--- src/sv/adsr_pkg.sv ---
// Shared types, widths, codes and reset values of the ADSR envelope generator.
package adsr_pkg;

    // Field and register widths.
    localparam int SINCE_W    = 32;
    localparam int UNTIL_W    = 32;
    localparam int LEN_W      = 24;
    localparam int LEVEL_W    = 31;
    localparam int PHASE_W    = 2;
    localparam int CFG_IDX_W  = 2;
    localparam int CFG_DATA_W = 31;
    localparam int PROD_W     = 2 * LEVEL_W;

    // Default number of fractional bits of the level format.
    localparam int DEFAULT_LEVEL_FRAC_BITS = 31;

    // Level constants shared by every format.
    localparam logic [LEVEL_W-1:0] ENV_FLOOR  = 31'h0000_1000;
    localparam logic [LEVEL_W-1:0] ENV_CUTOFF = 31'h0000_0400;

    // Register reset values.
    localparam logic [LEN_W-1:0]   ATTACK_RESET  = 24'd480;
    localparam logic [LEN_W-1:0]   DECAY_RESET   = 24'd4800;
    localparam logic [LEVEL_W-1:0] SUSTAIN_RESET = 31'd1610612736;
    localparam logic [LEVEL_W-1:0] RELEASE_RESET = 31'd2130000000;

    // Envelope phase codes.
    typedef enum logic [PHASE_W-1:0] {
        PHASE_ATTACK  = 2'd0,
        PHASE_DECAY   = 2'd1,
        PHASE_SUSTAIN = 2'd2,
        PHASE_RELEASE = 2'd3
    } phase_t;

    // Configuration register indexes.
    typedef enum logic [CFG_IDX_W-1:0] {
        CFG_ATTACK_LENGTH       = 2'd0,
        CFG_DECAY_LENGTH        = 2'd1,
        CFG_SUSTAIN_LEVEL       = 2'd2,
        CFG_RELEASE_COEFFICIENT = 2'd3
    } cfg_idx_t;

    // Current configuration as seen by the datapath.
    typedef struct packed {
        logic [LEN_W-1:0]   attack_length;
        logic [LEN_W-1:0]   decay_length;
        logic [LEVEL_W-1:0] hold_level;
        logic [LEVEL_W-1:0] release_coefficient;
    } cfg_t;

    // Commands from the controller to the datapath.
    typedef struct packed {
        logic capture;
        logic classify;
        logic multiply;
        logic div_init;
        logic div_step;
        logic finish;
    } cmd_t;

    // Status from the datapath to the controller.
    typedef struct packed {
        logic need_div;
    } status_t;

endpackage

--- src/sv/adsr_cfg.sv ---
// Configuration register bank of the ADSR envelope generator.
module adsr_cfg
    import adsr_pkg::*;
(
    input  logic                  clk,
    input  logic                  rst_n,
    input  logic                  cfg_we,
    input  logic [CFG_IDX_W-1:0]  cfg_index,
    input  logic [CFG_DATA_W-1:0] cfg_data,
    output cfg_t                  cfg
);

    logic [LEN_W-1:0]   attack_reg;
    logic [LEN_W-1:0]   decay_reg;
    logic [LEVEL_W-1:0] sustain_reg;
    logic [LEVEL_W-1:0] release_reg;

    // Register writes, decoded by index.
    always_ff @(posedge clk or negedge rst_n)
    begin
        if (!rst_n)
        begin
            attack_reg  <= ATTACK_RESET;
            decay_reg   <= DECAY_RESET;
            sustain_reg <= SUSTAIN_RESET;
            release_reg <= RELEASE_RESET;
        end
        else if (cfg_we)
        begin
            unique case (cfg_idx_t'(cfg_index))
                CFG_ATTACK_LENGTH:       attack_reg  <= cfg_data[LEN_W-1:0];
                CFG_DECAY_LENGTH:        decay_reg   <= cfg_data[LEN_W-1:0];
                CFG_SUSTAIN_LEVEL:       sustain_reg <= cfg_data[LEVEL_W-1:0];
                CFG_RELEASE_COEFFICIENT: release_reg <= cfg_data[LEVEL_W-1:0];
                default: ;
            endcase
        end
    end

    assign cfg.attack_length       = attack_reg;
    assign cfg.decay_length        = decay_reg;
    assign cfg.hold_level          = sustain_reg;
    assign cfg.release_coefficient = release_reg;

endmodule

--- src/sv/adsr_ctrl.sv ---
// Sequencing state machine of the ADSR envelope generator.
module adsr_ctrl
    import adsr_pkg::*;
#(
    parameter int LEVEL_FRAC_BITS = DEFAULT_LEVEL_FRAC_BITS
)
(
    input  logic    clk,
    input  logic    rst_n,
    input  logic    in_valid,
    output logic    in_stall,
    output logic    out_valid,
    input  logic    out_stall,
    input  status_t status,
    output cmd_t    cmd
);

    localparam int CNT_W = $clog2(LEVEL_FRAC_BITS + 1);
    localparam logic [CNT_W-1:0] LAST_STEP = CNT_W'(LEVEL_FRAC_BITS - 1);

    typedef enum logic [5:0] {
        ST_IDLE   = 6'b000001,
        ST_CLASS  = 6'b000010,
        ST_MUL    = 6'b000100,
        ST_DINIT  = 6'b001000,
        ST_DIV    = 6'b010000,
        ST_FINISH = 6'b100000
    } state_t;

    state_t           state_reg, state_next;
    logic [CNT_W-1:0] cnt_reg, cnt_next;
    logic             out_valid_reg, out_valid_next;
    logic             accept;
    logic             finish;

    assign accept = (state_reg == ST_IDLE) && in_valid;
    assign finish = (state_reg == ST_FINISH) && (!out_valid_reg || !out_stall);

    // Next state and step counter.
    always_comb
    begin
        state_next = state_reg;
        cnt_next   = cnt_reg;
        unique case (state_reg)
            ST_IDLE:
            begin
                if (accept)
                begin
                    state_next = ST_CLASS;
                end
            end
            ST_CLASS:
            begin
                state_next = ST_MUL;
            end
            ST_MUL:
            begin
                state_next = status.need_div ? ST_DINIT : ST_FINISH;
            end
            ST_DINIT:
            begin
                cnt_next   = '0;
                state_next = ST_DIV;
            end
            ST_DIV:
            begin
                cnt_next = cnt_reg + 1'b1;
                if (cnt_reg == LAST_STEP)
                begin
                    state_next = ST_FINISH;
                end
            end
            ST_FINISH:
            begin
                if (finish)
                begin
                    state_next = ST_IDLE;
                end
            end
            default:
            begin
                state_next = ST_IDLE;
            end
        endcase
    end

    // The output slot fills when a result is loaded and empties when taken.
    always_comb
    begin
        if (finish)
        begin
            out_valid_next = 1'b1;
        end
        else if (!out_stall)
        begin
            out_valid_next = 1'b0;
        end
        else
        begin
            out_valid_next = out_valid_reg;
        end
    end

    always_ff @(posedge clk or negedge rst_n)
    begin
        if (!rst_n)
        begin
            state_reg     <= ST_IDLE;
            cnt_reg       <= '0;
            out_valid_reg <= 1'b0;
        end
        else
        begin
            state_reg     <= state_next;
            cnt_reg       <= cnt_next;
            out_valid_reg <= out_valid_next;
        end
    end

    // Commands to the datapath.
    assign cmd.capture  = accept;
    assign cmd.classify = (state_reg == ST_CLASS);
    assign cmd.multiply = (state_reg == ST_MUL);
    assign cmd.div_init = (state_reg == ST_DINIT);
    assign cmd.div_step = (state_reg == ST_DIV);
    assign cmd.finish   = finish;

    assign in_stall  = (state_reg != ST_IDLE);
    assign out_valid = out_valid_reg;

endmodule

--- src/sv/adsr_dp.sv ---
// Datapath of the ADSR envelope generator: classify, multiply, divide, level update.
module adsr_dp
    import adsr_pkg::*;
#(
    parameter int LEVEL_FRAC_BITS = DEFAULT_LEVEL_FRAC_BITS
)
(
    input  logic               clk,
    input  logic               rst_n,
    input  cfg_t               cfg,
    input  cmd_t               cmd,
    output status_t            status,
    input  logic [SINCE_W-1:0] since_start,
    input  logic [UNTIL_W-1:0] until_release,
    output logic [LEVEL_W-1:0] level,
    output logic [PHASE_W-1:0] phase
);

    localparam int L = LEVEL_FRAC_BITS;
    localparam logic [LEVEL_W-1:0] ENV_FULL = LEVEL_W'((64'd1 << L) - 64'd1);

    // Captured input transaction.
    logic [SINCE_W-1:0] since_reg;
    logic [UNTIL_W-1:0] until_reg;

    // Operands chosen by classification.
    phase_t             phase_sel_reg;
    logic [LEVEL_W-1:0] mul_a_reg;
    logic [LEVEL_W-1:0] mul_b_reg;
    logic [LEN_W-1:0]   div_d_reg;
    logic [PROD_W-1:0]  prod_reg;

    // Divider state.
    logic [LEN_W-1:0] rem_reg;
    logic [L-1:0]     quo_reg;

    // Envelope state, which also serves as the output register.
    logic [LEVEL_W-1:0] cur_level_reg, cur_level_next;
    phase_t             cur_phase_reg, cur_phase_next;

    logic [LEVEL_W-1:0] sus_sat;
    logic               releasing;
    logic               in_attack;
    logic               in_decay;
    logic [SINCE_W:0]   decay_end;
    logic [LEN_W-1:0]   progress;
    logic [PROD_W-1:0]  rel_shift;
    logic [LEVEL_W-1:0] rel_level;
    logic [LEN_W:0]     partial;
    logic [LEN_W+1:0]   diff;
    logic [LEVEL_W-1:0] quo_ext;

    // Sustain saturated to the full scale of the format.
    assign sus_sat = (cfg.hold_level > ENV_FULL) ? ENV_FULL : cfg.hold_level;

    // Phase decision on the captured transaction.
    assign releasing = (until_reg == '0) || until_reg[UNTIL_W-1];
    assign decay_end = (SINCE_W+1)'(cfg.attack_length) + (SINCE_W+1)'(cfg.decay_length);
    assign in_attack = since_reg < SINCE_W'(cfg.attack_length);
    assign in_decay  = {1'b0, since_reg} < decay_end;
    assign progress  = LEN_W'(since_reg - SINCE_W'(cfg.attack_length));

    // Release scaling: shift, saturate, then clear small levels.
    always_comb
    begin
        rel_shift = prod_reg >> L;
        if (rel_shift > PROD_W'(ENV_FULL))
        begin
            rel_level = ENV_FULL;
        end
        else
        begin
            rel_level = LEVEL_W'(rel_shift);
        end
        if (rel_level < ENV_CUTOFF)
        begin
            rel_level = '0;
        end
    end

    // One restoring division step.
    assign partial = {rem_reg, quo_reg[L-1]};
    assign diff    = {1'b0, partial} - {2'b00, div_d_reg};
    assign quo_ext = LEVEL_W'(quo_reg);

    // Input capture, classification, multiply and divider registers.
    always_ff @(posedge clk)
    begin
        if (cmd.capture)
        begin
            since_reg <= since_start;
            until_reg <= until_release;
        end
        if (cmd.classify)
        begin
            if (releasing)
            begin
                phase_sel_reg <= PHASE_RELEASE;
                mul_a_reg     <= cur_level_reg;
                mul_b_reg     <= cfg.release_coefficient;
                div_d_reg     <= cfg.attack_length;
            end
            else if (in_attack)
            begin
                phase_sel_reg <= PHASE_ATTACK;
                mul_a_reg     <= LEVEL_W'(since_reg[LEN_W-1:0]);
                mul_b_reg     <= ENV_FULL - ENV_FLOOR;
                div_d_reg     <= cfg.attack_length;
            end
            else if (in_decay)
            begin
                phase_sel_reg <= PHASE_DECAY;
                mul_a_reg     <= LEVEL_W'(progress);
                mul_b_reg     <= ENV_FULL - sus_sat;
                div_d_reg     <= cfg.decay_length;
            end
            else
            begin
                phase_sel_reg <= PHASE_SUSTAIN;
                mul_a_reg     <= '0;
                mul_b_reg     <= '0;
                div_d_reg     <= cfg.decay_length;
            end
        end
        if (cmd.multiply)
        begin
            prod_reg <= PROD_W'(mul_a_reg) * PROD_W'(mul_b_reg);
        end
        if (cmd.div_init)
        begin
            // The quotient is known to stay below 2^L, so the top bits start as remainder.
            rem_reg <= prod_reg[L +: LEN_W];
            quo_reg <= prod_reg[L-1:0];
        end
        else if (cmd.div_step)
        begin
            if (!diff[LEN_W+1])
            begin
                rem_reg <= diff[LEN_W-1:0];
                quo_reg <= {quo_reg[L-2:0], 1'b1};
            end
            else
            begin
                rem_reg <= partial[LEN_W-1:0];
                quo_reg <= {quo_reg[L-2:0], 1'b0};
            end
        end
    end

    // New envelope level for the finished transaction.
    always_comb
    begin
        cur_level_next = cur_level_reg;
        cur_phase_next = cur_phase_reg;
        if (cmd.finish)
        begin
            cur_phase_next = phase_sel_reg;
            case (phase_sel_reg)
                PHASE_RELEASE: cur_level_next = rel_level;
                PHASE_ATTACK:  cur_level_next = ENV_FLOOR + quo_ext;
                PHASE_DECAY:   cur_level_next = ENV_FULL - quo_ext;
                default:       cur_level_next = sus_sat;
            endcase
        end
    end

    always_ff @(posedge clk or negedge rst_n)
    begin
        if (!rst_n)
        begin
            cur_level_reg <= '0;
            cur_phase_reg <= PHASE_ATTACK;
        end
        else
        begin
            cur_level_reg <= cur_level_next;
            cur_phase_reg <= cur_phase_next;
        end
    end

    assign status.need_div = (phase_sel_reg == PHASE_ATTACK) || (phase_sel_reg == PHASE_DECAY);
    assign level = cur_level_reg;
    assign phase = cur_phase_reg;

endmodule

--- src/sv/adsr_envelope_generator_core.sv ---
// Top level of the ADSR envelope generator: configuration, controller and datapath.
//
// Each input transaction carries since_start and until_release for one audio sample
// and yields exactly one output transaction with the envelope level and its phase.
// Both channels use valid and stall; a transaction moves when valid is high and
// stall is low. Registers are written through cfg_we, cfg_index and cfg_data; the
// user must write them only while no transaction is in flight, which the block does
// not enforce. One transaction is processed at a time. Attack and decay samples
// pass through the restoring divider, which retires one quotient bit per cycle;
// release and sustain samples skip it. The result is loaded into the output register
// in the finish state, and a new input is taken as soon as it is loaded, even while
// that result still waits. If the receiver stalls with a result pending, the next
// result holds in the datapath and in_stall stays high until the output register
// frees. Reset clears the envelope level to zero, the phase to attack, empties the
// output register and restores the register defaults.
module adsr_envelope_generator_core
    import adsr_pkg::*;
#(
    parameter int LEVEL_FRAC_BITS = DEFAULT_LEVEL_FRAC_BITS
)
(
    input  logic                  clk,
    input  logic                  rst_n,
    input  logic                  in_valid,
    output logic                  in_stall,
    input  logic [SINCE_W-1:0]    since_start,
    input  logic [UNTIL_W-1:0]    until_release,
    output logic                  out_valid,
    input  logic                  out_stall,
    output logic [LEVEL_W-1:0]    level,
    output logic [PHASE_W-1:0]    phase,
    input  logic                  cfg_we,
    input  logic [CFG_IDX_W-1:0]  cfg_index,
    input  logic [CFG_DATA_W-1:0] cfg_data
);

    cfg_t    cfg;
    cmd_t    cmd;
    status_t status;

    // Register bank.
    adsr_cfg u_cfg (
        .clk       (clk),
        .rst_n     (rst_n),
        .cfg_we    (cfg_we),
        .cfg_index (cfg_index),
        .cfg_data  (cfg_data),
        .cfg       (cfg)
    );

    // Sequencer.
    adsr_ctrl #(
        .LEVEL_FRAC_BITS (LEVEL_FRAC_BITS)
    ) u_ctrl (
        .clk       (clk),
        .rst_n     (rst_n),
        .in_valid  (in_valid),
        .in_stall  (in_stall),
        .out_valid (out_valid),
        .out_stall (out_stall),
        .status    (status),
        .cmd       (cmd)
    );

    // Arithmetic and envelope state.
    adsr_dp #(
        .LEVEL_FRAC_BITS (LEVEL_FRAC_BITS)
    ) u_dp (
        .clk           (clk),
        .rst_n         (rst_n),
        .cfg           (cfg),
        .cmd           (cmd),
        .status        (status),
        .since_start   (since_start),
        .until_release (until_release),
        .level         (level),
        .phase         (phase)
    );

endmodule

--- config.mk ---
export PLATFORM = sky130hd
export DESIGN_NAME = adsr_envelope_generator_core
export DESIGN_NICKNAME = d
export VERILOG_FILES = /design/src/sv/adsr_pkg.sv /design/src/sv/adsr_cfg.sv /design/src/sv/adsr_ctrl.sv /design/src/sv/adsr_dp.sv /design/src/sv/adsr_envelope_generator_core.sv
export SDC_FILE = /design/constraint.sdc
export NUM_CORES = 2
export LEC_CHECK = 0
export ABC_AREA = 1
export BUFFER_PORTS_ARGS = -buffer_cell sky130_fd_sc_hd__buf_2
export CORE_MARGIN = 2
export CORE_UTILIZATION = 60
export CTS_CLUSTER_DIAMETER = 120
export DETAILED_ROUTE_END_ITERATION = 8
export PLACE_DENSITY = 0.87
export SLEW_MARGIN = 20
export SYNTH_ARGS = -nofsm -noshare
export SYNTH_HDL_FRONTEND = slang
export SYNTH_HIERARCHICAL = 1
export SYNTH_SLANG_ARGS = --single-unit
export TNS_END_PERCENT = 50
--- constraint.sdc ---
create_clock -name clk -period 10.64 [get_ports clk]
set_input_delay 0 -clock clk [delete_from_list [all_inputs] [get_ports clk]]
set_output_delay 0 -clock clk [all_outputs]
set_load 0.05 [all_outputs]
==> impl_table.tex <==
\begin{tabular}{lr}
\hline
Metric & Value \\
\hline
\multicolumn{2}{l}{\textbf{Critical path}} \\
Data arrival time of the worst path & approximately 8.5 ns \\
Crit-path max FO & 21 \\
Kind of launch point of the worst setup path & register \\
Required time of the worst setup path & roughly 11 ns \\
Worst Setup End Kind & register \\
Setup CP Type & register to register \\
\multicolumn{2}{l}{\textbf{Yosys}} \\
Count of flip-flops with a built-in enable after synthesis & 269 \\
Synthesis warning total & 6 \\
Async set-or-reset flop fraction in the synthesized netlist & 0.366 \\
Area of the mapped netlist & approximately 56000 µm² \\
Mean post-synth cell area & approximately 8 µm² \\
Mapped Cells & slightly below 7000 \\
Share of synthesized area occupied by flip-flops and latches & 0.216 \\
Synth Register Bits & approximately 420 \\
Synthesized netlist net count & between 8000 and 9000 \\
Most used flip-flop cell after synthesis & sky130\_fd\_sc\_hd\_\_edfxtp\_1 \\
Number of distinct library cells after synthesis & between 50 and 60 \\
\multicolumn{2}{l}{\textbf{Routing}} \\
Total DRC errors in the routed layout & 0 \\
Wirelength, routed & 175000 µm \\
Wire length per cell & between 20 and 25 µm \\
Initial DRC Count & 5303 \\
TritonRoute pass-1 iters & 7 \\
Avg Vias per Cell & 5.78 \\
Total number of vias & 47173 \\
Antenna-violating nets left & 0 \\
\multicolumn{2}{l}{\textbf{STA}} \\
Maximum operating frequency & approximately 120 MHz \\
Setup Viol. Count Final & 0 \\
Final hold violation count & 4 \\
Worst Skew & $\sim$0.024 ns \\
Fin crit share & 0.767 \\
RSZ-0062 raised after global routing & no \\
Slew HR & 0.213 \\
Accumulated negative setup slack & 0 ns \\
Max-slew violation count & 0 \\
Shortest period the worst path allows & 8.16 ns \\
Transition time of the tightest slew-check pin & $\sim$1.2 ns \\
Final-layout worst hold slack & -0.0116 ns \\
\multicolumn{2}{l}{\textbf{Finish}} \\
Flip-flop count of the largest register, all copies and words added & slightly above 60 \\
Proportion of layout cells with a drive suffix above 1 & 0.0590 \\
Area delta synth->final & 7.57\% \\
Number of fill cells in the layout & around 7300 \\
Most frequent cells in the layout & 1863 x sky130\_fd\_sc\_hd\_\_nand2\_1, 1676 x sky130\_fd\_sc\_hd\_\_inv\_1, 840 x sky130\_fd\_sc\_hd\_\_fa\_1 \\
Most common cell after layout, fill and taps aside & sky130\_fd\_sc\_hd\_\_nand2\_1 \\
Net total in the final layout & $\sim$8000 \\
\multicolumn{2}{l}{\textbf{Floorplanning}} \\
Core outline area & around 92000 µm² \\
Vertical extent of the die & $\sim$310 µm \\
Die area & around 95000 µm² \\
Die outline width & 308 µm \\
Starting utilization of the core area & 0.606 \\
Top-Level Pins & 137 \\
Row count & 111 \\
\multicolumn{2}{l}{\textbf{Place}} \\
Final weighted congestion in routability-driven placement & between 1 and 1.5 \\
Detail Placement HPWL & 137000 µm \\
Buffers on Ports & approximately 140 \\
\multicolumn{2}{l}{\textbf{Clock network}} \\
Sink count of the clock tree & 424 \\
Clk\_lat worst skew & 0.62 ns \\
Cts repair resizes & 0 \\
Clk buf depth & 3 \\
CTS clk-pin slew, worst paths & around 0.070 ns \\
CTS Root Cell & sky130\_fd\_sc\_hd\_\_clkbuf\_16 \\
Clock tree from TritonCTS & done \\
Number of levels the H-tree was split into & 2 \\
Num CTS Buffers & between 40 and 50 \\
\multicolumn{2}{l}{\textbf{GRT}} \\
Overflow left after global routing & 0 \\
Number of global-route vias before repair & approximately 50000 \\
Global-route usage over all layers & 0.378 \\
Initial antenna violation count & 2 \\
Largest net degree at the start of global routing & slightly above 90 \\
First-pass GRT wire length & roughly 270000 µm \\
\multicolumn{2}{l}{\textbf{Hold path}} \\
Hold WC Path Type & input pin to asynchronous set/reset pin \\
\multicolumn{2}{l}{\textbf{Run}} \\
Number of max-cap violations & 0 \\
\multicolumn{2}{l}{\textbf{Run status}} \\
Violated checks & hold timing \\
Outcome & complete, but fails checks \\
\hline
\end{tabular}
worst paths after layout:
check                                       from  depth (start not counted)  slack [ns]                     to
max                           u_dp/mul_b_reg[13]                         24        2.48      u_dp/prod_reg[53]
min                                        rst_n                          2       -0.01    u_cfg/attack_reg[2]
max reg2reg                   u_dp/mul_b_reg[13]                         24        2.48      u_dp/prod_reg[53]
min reg2reg                u_cfg/release_reg[26]                          2        0.47  u_cfg/release_reg[26]
max in group asynchronous                  rst_n                          3        9.07   u_cfg/attack_reg[10]
min in group clk                    cfg_index[1]                          4        0.03  u_cfg/release_reg[23]
Yosys cell counts (5+ instances only):
| cell type | number | area [µm²] |
|---|---|---|
| sky130_fd_sc_hd__nand2_1 | 1863 | 6990 |
| sky130_fd_sc_hd__inv_1 | 1679 | 6300 |
| sky130_fd_sc_hd__fa_1 | 840 | 16800 |
| sky130_fd_sc_hd__ha_1 | 354 | 4430 |
| sky130_fd_sc_hd__nor2_1 | 305 | 1140 |
| sky130_fd_sc_hd__edfxtp_1 | 269 | 8080 |
| sky130_fd_sc_hd__clkbuf_1 | 234 | 878 |
| sky130_fd_sc_hd__o21ai_0 | 207 | 1040 |
| sky130_fd_sc_hd__a21oi_1 | 194 | 971 |
| sky130_fd_sc_hd__nand3_1 | 193 | 966 |
| sky130_fd_sc_hd__dfrtp_1 | 128 | 3200 |
| sky130_fd_sc_hd__nand4_1 | 120 | 751 |
| sky130_fd_sc_hd__xor2_1 | 64 | 561 |
| sky130_fd_sc_hd__xnor2_1 | 40 | 350 |
| sky130_fd_sc_hd__buf_2 | 36 | 180 |
| sky130_fd_sc_hd__nor3_1 | 32 | 160 |
| sky130_fd_sc_hd__a21oi_2 | 31 | 272 |
| sky130_fd_sc_hd__o21bai_1 | 30 | 225 |
| sky130_fd_sc_hd__o211ai_1 | 29 | 218 |
| sky130_fd_sc_hd__dfstp_2 | 27 | 709 |
| sky130_fd_sc_hd__a21o_1 | 20 | 150 |
| sky130_fd_sc_hd__nor4_1 | 17 | 106 |
| sky130_fd_sc_hd__or2_2 | 14 | 87.6 |
| sky130_fd_sc_hd__a221oi_1 | 13 | 114 |
| sky130_fd_sc_hd__o21ai_1 | 12 | 60.1 |
| sky130_fd_sc_hd__a31oi_1 | 11 | 68.8 |
| sky130_fd_sc_hd__nand2_2 | 10 | 62.6 |
| sky130_fd_sc_hd__a211oi_1 | 8 | 60.1 |
| sky130_fd_sc_hd__o21a_1 | 7 | 52.6 |
| sky130_fd_sc_hd__inv_2 | 6 | 22.5 |
| sky130_fd_sc_hd__nand3b_1 | 6 | 45.0 |
| sky130_fd_sc_hd__nor2_2 | 6 | 37.5 |
| sky130_fd_sc_hd__buf_6 | 5 | 56.3 |
| sky130_fd_sc_hd__nand3_2 | 5 | 50.1 |
layout make-up:
| class | count | area (µm²) | area share |
|---|---|---|---|
| sequential | 424 | 12000 | 0.201 |
| clock buffer | 54 | 1220 | 0.0205 |
| clock inverter | 34 | 393 | 0.00657 |
| antenna | 4 | 10.0 | 0.000167 |
| tap | 1186 | 1480 | 0.0248 |
| inverter | 1687 | 6340 | 0.106 |
| timing repair buffer | 317 | 2300 | 0.0385 |
| multi-input combinational | 4456 | 36000 | 0.603 |
timing repair:
| action | 4_1_cts | 5_1_grt |
|---|---|---|
| buffers inserted | 0 | 0 |
| hold endpoints to repair | 255 | 0 |
| hold buffers | 101 | 0 |
worst max-delay path, cell delays in order (launching register included):
cell                       delay (ns)
sky130_fd_sc_hd__edfxtp_1        1.11
sky130_fd_sc_hd__buf_4           0.36
sky130_fd_sc_hd__nand2_1         0.10
sky130_fd_sc_hd__fa_1            0.56
sky130_fd_sc_hd__inv_1           0.05
sky130_fd_sc_hd__fa_1            0.51
sky130_fd_sc_hd__inv_1           0.05
sky130_fd_sc_hd__fa_1            0.48
sky130_fd_sc_hd__inv_1           0.06
sky130_fd_sc_hd__fa_1            0.50
sky130_fd_sc_hd__fa_1            0.61
sky130_fd_sc_hd__fa_1            0.45
sky130_fd_sc_hd__fa_1            0.50
sky130_fd_sc_hd__inv_1           0.06
sky130_fd_sc_hd__fa_1            0.49
sky130_fd_sc_hd__inv_1           0.05
sky130_fd_sc_hd__ha_1            0.33
sky130_fd_sc_hd__a21oi_1         0.21
sky130_fd_sc_hd__o21ai_0         0.18
sky130_fd_sc_hd__a21oi_1         0.47
sky130_fd_sc_hd__o21ai_0         0.36
sky130_fd_sc_hd__nand2_1         0.19
sky130_fd_sc_hd__nand3_1         0.09
sky130_fd_sc_hd__nand2_1         0.08
sky130_fd_sc_hd__nand2_1         0.05
per-layer routing:
layer	GRT usage	vias up	wire length, µm
met4	0.191	2	10100
met2	0.628	2920	83500
met1	0.480	22901	64300
li1	-	20706	-
met5	0	-	13
met3	0.0652	644	17500
cell families after synthesis:
| kind of cell | Yosys count | share of synthesized area |
|---|---|---|
| simple gates | 2584 | 0.190 |
| buf+inv | 1973 | 0.136 |
| fa+ha+maj | 1194 | 0.382 |
| compound gates | 574 | 0.0599 |
| flops | 424 | 0.216 |
| xor+xnor | 104 | 0.0164 |
through the flow:
step | hold slack (ns) | cells | worst slack, ns | area [µm²] | utilization
2_1_floorplan | -0.296 | 6853 | 4.13 | 55600 | -
3_3_place_gp | 0.0854 | 7969 | 2.73 | 57100 | 0.623
3_5_place_dp | 0.0899 | 7969 | 2.68 | 57100 | 0.623
4_1_cts | 0.0154 | 8158 | 2.65 | 59800 | 0.652
5_1_grt | 0.0654 | 8158 | 2.32 | 59800 | 0.652
6_report | -0.0116 | 8162 | 2.48 | 59800 | 0.652
Power is left out: the tool's default activity adds up to more than one toggle a clock period on the data nets, which glitch-free logic cannot reach.
